==> config.mk <==
export PLATFORM = sky130hd
export DESIGN_NAME = jgns_ctrl
export DESIGN_NICKNAME = d
export VERILOG_FILES = /design/src/hw/rtl/jgns_pkg.sv /design/src/hw/rtl/jgns_ctrl.sv
export SDC_FILE = /design/constraint.sdc
export NUM_CORES = 1
export LEC_CHECK = 0
export BUFFER_PORTS_ARGS = -buffer_cell sky130_fd_sc_hd__buf_2
export CORE_MARGIN = 3
export CORE_UTILIZATION = 40
export DETAILED_ROUTE_END_ITERATION = 16
export PLACE_DENSITY = 0.74
export SETUP_SLACK_MARGIN = 0.05
export SLEW_MARGIN = 20
export SYNTH_ARGS = -nofsm -noshare
export SYNTH_HDL_FRONTEND = slang
export SYNTH_SLANG_ARGS = --single-unit
==> constraint.sdc <==
create_clock -name clk -period 1.75 [get_ports clk]
set_input_delay 0.35 -clock clk [delete_from_list [all_inputs] [get_ports clk]]
set_output_delay 0.35 -clock clk [all_outputs]
set_load 0.005 [all_outputs]
==> src/hw/rtl/jgns_pkg.sv <==
package jgns_pkg;

  // Default geometry, handed to the top level parameters.
  localparam int DEF_MAX_CELLS_PER_SIDE = 16;
  localparam int DEF_COORD_BITS = 12;

  // Fixed field widths.
  localparam int SITE_INDEX_W = 8;
  localparam int IMAGE_SIZE_W = 13;
  localparam int CELLS_W = 5;

  // Configuration port.
  localparam int APB_ADDR_W = 4;
  localparam int APB_DATA_W = 32;

  localparam logic [1:0] REG_IMAGE_WIDTH = 2'd0;
  localparam logic [1:0] REG_IMAGE_HEIGHT = 2'd1;
  localparam logic [1:0] REG_CELLS_PER_SIDE = 2'd2;
  localparam logic [1:0] REG_TILE_ENABLE = 2'd3;

  localparam logic [IMAGE_SIZE_W-1:0] RST_IMAGE_WIDTH = 13'd256;
  localparam logic [IMAGE_SIZE_W-1:0] RST_IMAGE_HEIGHT = 13'd256;
  localparam logic [CELLS_W-1:0] RST_CELLS_PER_SIDE = 5'd4;
  localparam logic RST_TILE_ENABLE = 1'b0;

  // Item kinds on the input channel.
  localparam logic MODE_WRITE = 1'b0;
  localparam logic MODE_QUERY = 1'b1;

  // Datapath operations issued by the controller, one per cycle.
  localparam int OP_W = 5;
  typedef logic [OP_W-1:0] dp_op_t;

  localparam dp_op_t OP_NOP = 5'd0;
  localparam dp_op_t OP_WRITE = 5'd1;
  localparam dp_op_t OP_LOAD = 5'd2;
  localparam dp_op_t OP_MUL_NPX = 5'd3;
  localparam dp_op_t OP_MUL_NPY = 5'd4;
  localparam dp_op_t OP_DIV_PW = 5'd5;
  localparam dp_op_t OP_DIV_PH = 5'd6;
  localparam dp_op_t OP_DIV_QN = 5'd7;
  localparam dp_op_t OP_SET_GX = 5'd8;
  localparam dp_op_t OP_SET_GY = 5'd9;
  localparam dp_op_t OP_SQ_W = 5'd10;
  localparam dp_op_t OP_SQ_H = 5'd11;
  localparam dp_op_t OP_INIT_SUM = 5'd12;
  localparam dp_op_t OP_BASE = 5'd13;
  localparam dp_op_t OP_DIV_PXW = 5'd14;
  localparam dp_op_t OP_SET_PMX = 5'd15;
  localparam dp_op_t OP_DIV_PYH = 5'd16;
  localparam dp_op_t OP_SET_PMY = 5'd17;
  localparam dp_op_t OP_SITE = 5'd18;
  localparam dp_op_t OP_DIV_SXW = 5'd19;
  localparam dp_op_t OP_SET_SMX = 5'd20;
  localparam dp_op_t OP_DIV_SYH = 5'd21;
  localparam dp_op_t OP_SET_SMY = 5'd22;
  localparam dp_op_t OP_DIST = 5'd23;
  localparam dp_op_t OP_SQ_DX = 5'd24;
  localparam dp_op_t OP_SQ_DY = 5'd25;
  localparam dp_op_t OP_CMP = 5'd26;
  localparam dp_op_t OP_EMIT = 5'd27;

  // Status returned by the datapath to the controller.
  typedef struct packed {
    logic div_done;
    logic base_last;
    logic scan_last;
    logic out_free;
    logic tile;
  } dp_status_t;

endpackage

==> src/hw/rtl/jgns_ctrl.sv <==
module jgns_ctrl (
  input  logic clk,
  input  logic rst,
  input  logic items_valid,
  input  logic items_mode,
  output logic items_ready,
  input  jgns_pkg::dp_status_t status,
  output jgns_pkg::dp_op_t op
);

  import jgns_pkg::*;

  localparam logic [4:0] S_IDLE = 5'd0;
  localparam logic [4:0] S_MNX  = 5'd1;
  localparam logic [4:0] S_DNX  = 5'd2;
  localparam logic [4:0] S_QX   = 5'd3;
  localparam logic [4:0] S_GX   = 5'd4;
  localparam logic [4:0] S_MNY  = 5'd5;
  localparam logic [4:0] S_DNY  = 5'd6;
  localparam logic [4:0] S_QY   = 5'd7;
  localparam logic [4:0] S_GY   = 5'd8;
  localparam logic [4:0] S_SQW  = 5'd9;
  localparam logic [4:0] S_SQH  = 5'd10;
  localparam logic [4:0] S_ISUM = 5'd11;
  localparam logic [4:0] S_BASE = 5'd12;
  localparam logic [4:0] S_DPX  = 5'd13;
  localparam logic [4:0] S_PMX  = 5'd14;
  localparam logic [4:0] S_DPY  = 5'd15;
  localparam logic [4:0] S_PMY  = 5'd16;
  localparam logic [4:0] S_RD   = 5'd17;
  localparam logic [4:0] S_SITE = 5'd18;
  localparam logic [4:0] S_DSX  = 5'd19;
  localparam logic [4:0] S_SMX  = 5'd20;
  localparam logic [4:0] S_DSY  = 5'd21;
  localparam logic [4:0] S_SMY  = 5'd22;
  localparam logic [4:0] S_DIST = 5'd23;
  localparam logic [4:0] S_SQX  = 5'd24;
  localparam logic [4:0] S_SQY  = 5'd25;
  localparam logic [4:0] S_CMP  = 5'd26;
  localparam logic [4:0] S_EMIT = 5'd27;

  logic [4:0] state, state_next;

  assign items_ready = (state == S_IDLE);

  always_comb begin
    state_next = state;
    op = OP_NOP;
    unique case (state)
      S_IDLE: begin
        if (items_valid) begin
          if (items_mode == MODE_QUERY) begin
            op = OP_LOAD;
            state_next = S_MNX;
          end else begin
            op = OP_WRITE;
          end
        end
      end
      S_MNX: begin op = OP_MUL_NPX; state_next = S_DNX; end
      S_DNX: begin op = OP_DIV_PW; state_next = S_QX; end
      S_QX: begin
        if (status.div_done) begin op = OP_DIV_QN; state_next = S_GX; end
      end
      S_GX: begin
        if (status.div_done) begin op = OP_SET_GX; state_next = S_MNY; end
      end
      S_MNY: begin op = OP_MUL_NPY; state_next = S_DNY; end
      S_DNY: begin op = OP_DIV_PH; state_next = S_QY; end
      S_QY: begin
        if (status.div_done) begin op = OP_DIV_QN; state_next = S_GY; end
      end
      S_GY: begin
        if (status.div_done) begin op = OP_SET_GY; state_next = S_SQW; end
      end
      S_SQW: begin op = OP_SQ_W; state_next = S_SQH; end
      S_SQH: begin op = OP_SQ_H; state_next = S_ISUM; end
      S_ISUM: begin op = OP_INIT_SUM; state_next = S_BASE; end
      S_BASE: begin
        op = OP_BASE;
        if (status.base_last) begin
          state_next = status.tile ? S_DPX : S_RD;
        end
      end
      S_DPX: begin op = OP_DIV_PXW; state_next = S_PMX; end
      S_PMX: begin
        if (status.div_done) begin op = OP_SET_PMX; state_next = S_DPY; end
      end
      S_DPY: begin op = OP_DIV_PYH; state_next = S_PMY; end
      S_PMY: begin
        if (status.div_done) begin op = OP_SET_PMY; state_next = S_RD; end
      end
      S_RD: state_next = S_SITE;
      S_SITE: begin
        op = OP_SITE;
        state_next = status.tile ? S_DSX : S_DIST;
      end
      S_DSX: begin op = OP_DIV_SXW; state_next = S_SMX; end
      S_SMX: begin
        if (status.div_done) begin op = OP_SET_SMX; state_next = S_DSY; end
      end
      S_DSY: begin op = OP_DIV_SYH; state_next = S_SMY; end
      S_SMY: begin
        if (status.div_done) begin op = OP_SET_SMY; state_next = S_DIST; end
      end
      S_DIST: begin op = OP_DIST; state_next = S_SQX; end
      S_SQX: begin op = OP_SQ_DX; state_next = S_SQY; end
      S_SQY: begin op = OP_SQ_DY; state_next = S_CMP; end
      S_CMP: begin
        op = OP_CMP;
        state_next = status.scan_last ? S_EMIT : S_RD;
      end
      S_EMIT: begin
        if (status.out_free) begin op = OP_EMIT; state_next = S_IDLE; end
      end
      default: state_next = S_IDLE;
    endcase
  end

  always_ff @(posedge clk) begin
    if (rst) begin
      state <= S_IDLE;
    end else begin
      state <= state_next;
    end
  end

endmodule

==> run summary <==
Primary FF master, synth: dfxtp_1
H-tree levels: 1
Largest net degree at the start of global routing: 19
Post-Syn Nets: 129
Worst Skew: 1.926 ps
RSZ-0062 raised after global routing: true
Worst setup margin: -228.3 ps
Worst path cell trace: or2_4 > or4_4 > o22ai_2 > a31oi_1 > o211ai_1 > buf_2
Worst EP required: 1400 ps
Worst rel slew slack: 0.7691
Layout overhead on the synthesized area: 49.46%
Fin. Hold Viols: 0
Warnings, synthesis: 0
Clk root buf: clkbuf_4
Post-synth top area share: 0.1236
Core Area: 0.001821 mm^2
Clk_lat worst skew: 240 ps
CP max stage delay: 440 ps
Buf/Inv on CP: 1
Mapped Area: 809.5 um^2
Failing checks: setup timing
Cell count after synthesis: 120
Achievable Freq: 505.5 MHz
I/O Buffers: 14
Layout net count: 167
Power density over the cells: 702.6 mW/mm^2
Top flop regs: state (5)
Clock Tree Buf Depth: 2
DRC: 0
Smallest hold slack: 301.0 ps
Peak fanout along the critical path: 2
WS Path Type: flip-flop to output port
VDD IR max: 0.6470 mV
Status: finished with violations
Layout cells sized above 1: 0.4650
Routed vias: 1108
Ports: 15
Initial Util: 0.4447
Final setup TNS: -870.7 ps
Post-Layout Cell Count: 182
Number of flip-flops in the largest register: 5
Routed wire per std cell: 15.92 um
DR WL met2: 1458 um
# setup viols final: 6
Reg clk slew, reported paths: 40 ps
Pins Over Slew Limit: 0
Cells after DPL: 172
Launching element type of the critical path: flip-flop
Leakage: 0.4911 nW
DR top layer: met4
Crit path max-delay family: simple AND/OR/NAND/NOR gates
Core Rows: 15
CP Capture Type: output port
GRT Total Usage: 0.2207
Post-DP HPWL: 1969 um
Syn_area_per_cell: 6.746 um^2
Die ar.: 0.002599 mm^2
Router iterations before antenna repair: 4
CTS tree: yes
Asr flop ratio synth: 0
Routed length on met3: 210 um
Detail-routed via count per cell: 6.088
Width of the chip: 50.99 um
Slew at the pin closest to its max-slew limit: 343.7 ps
Post-synth EDFFs: 0
Tightest Hold Check Type: input port to flip-flop
Gpl congestion: 0.9336
Fin crit period: 1978 ps
Vias in the first global route: 997
Tcrit/Tclk final: 1.130
Seq/Total Area, Yosys: 0.1236
Max Cap Viol: 0
Filler cell count: 155
Clock sinks: 5
Top cells by area, synth: dfxtp_1 (12%), o21ai_0 (5.6%), nand2_1 (5.6%)
Post-route ant nets: 0
Slowest-stage cell, CP: or4_4
Synth area leader: dfxtp_1
WL final: 2898 um
M1 wire length: 1166 um
FF+latch count, synth: 5
Yosys cell types: 46
GR Overflow Total: 0
DRT iter0 DRCs: 44
WP data arrival: 1630 ps
Power Total: 0.0008501 W
Die Y: 50.99 um
Num CTS Buffers: 3
Initial antenna violation count: 0
Reg with most FFs: state
Antenna Diode Count: 0
First-pass GRT wire length: 4457 um
==> cells in the mapped netlist, types with 2 or more instances <==
cell       n
nor2_1    11
inv_2      2
inv_1      5
buf_2      7
nand2b_1   2
o32a_1     2
a31oi_1    4
o21ai_2    2
nand2_1   12
o21ai_1    2
dfxtp_1    5
nor3_1     5
nor2b_1    5
a21oi_1    8
o21a_1     2
o211ai_1   5
o21ai_0    9
o22ai_1    4
==> cell families (layout without fill, tap and decap cells) <==
group | count (synthesis) | count (layout) | share of synthesized area
flip-flops | 5 | 5 | 0.1237
buffers and inverters | 17 | 54 | 0.09891
AND/OR/NAND/NOR | 43 | 43 | 0.2628
AO/OA/AOI/OAI | 54 | 54 | 0.5023
adder cells (fa/ha/maj) | 1 | 1 | 0.01237
==> path summary, 6_finish.rpt <==
path / start / to / slack, ps / cells after the start
setup / recovery: state[0]$_SDFFE_PP0P_ / op[1] / -230 / 6
setup reg to reg: state[0]$_SDFFE_PP0P_ / state[3]$_SDFFE_PP0P_ / 70 / 7
hold reg to reg: state[3]$_SDFFE_PP0P_ / state[3]$_SDFFE_PP0P_ / 660 / 3
hold / removal: rst / state[3]$_SDFFE_PP0P_ / 300 / 2
==> what timing repair did <==
item | in CTS | in global routing
setup endpoints to repair | 7 | 8
pin swaps | 6 | 5
hold buffers | 0 | 0
setup buffers | 4 | 2
gates resized for setup | 18 | 13
==> layout make-up <==
cell class                 count  area, um^2  share of cell area
inverter                       7       31.28             0.02585
timing repair buffer          43       341.6              0.2823
clock buffer                   4       26.28             0.02172
sequential                     5       111.4             0.09204
tap                           25       31.28             0.02585
multi-input combinational     98       668.1              0.5522
==> placed cells by master, fill, tap and decap left out, drive strengths merged, types with 4 or more instances in the layout <==
cell type,n
a21oi,10
inv,7
buf,43
dfxtp,5
nor3,5
o21ai,13
nor2,11
nand2,13
clkbuf,4
a31oi,4
o211ai,5
o22ai,5
nor2b,5
==> per-stage QoR <==
stage                       util  instance area, um^2  setup slack, ps
after floorplan                -                812.0            31.50
after global placement    0.5725                 1042            40.92
after CTS                 0.6296                 1146           -246.8
final                     0.6646                 1210           -228.3
after global routing      0.6646                 1210           -323.3
after detailed placement  0.5725                 1042           -63.13
==> per-layer routing <==
metal / track usage / vias up
met1: 0.2820 / 516
met5: 0 / -
met4: 0.08072 / 0
li1: - / 525
met3: 0.04373 / 9
met2: 0.3627 / 58
==> power breakdown <==
part / internal (W) / total, W / switching [W]
logic: 0.000290 / 0.000583 / 0.000293
clock network: 0.0000861 / 0.000131 / 0.0000450
registers: 0.000126 / 0.000136 / 0.0000104
==> worst reg2reg max path, delay by kind of cell, from the launching register on <==
kind            cells  cell delay [ps]
compound gates      3              320
simple gates        2              690
buf+inv             2              270
flops               1              320
Note: power is estimated with default switching activity, not from simulation.
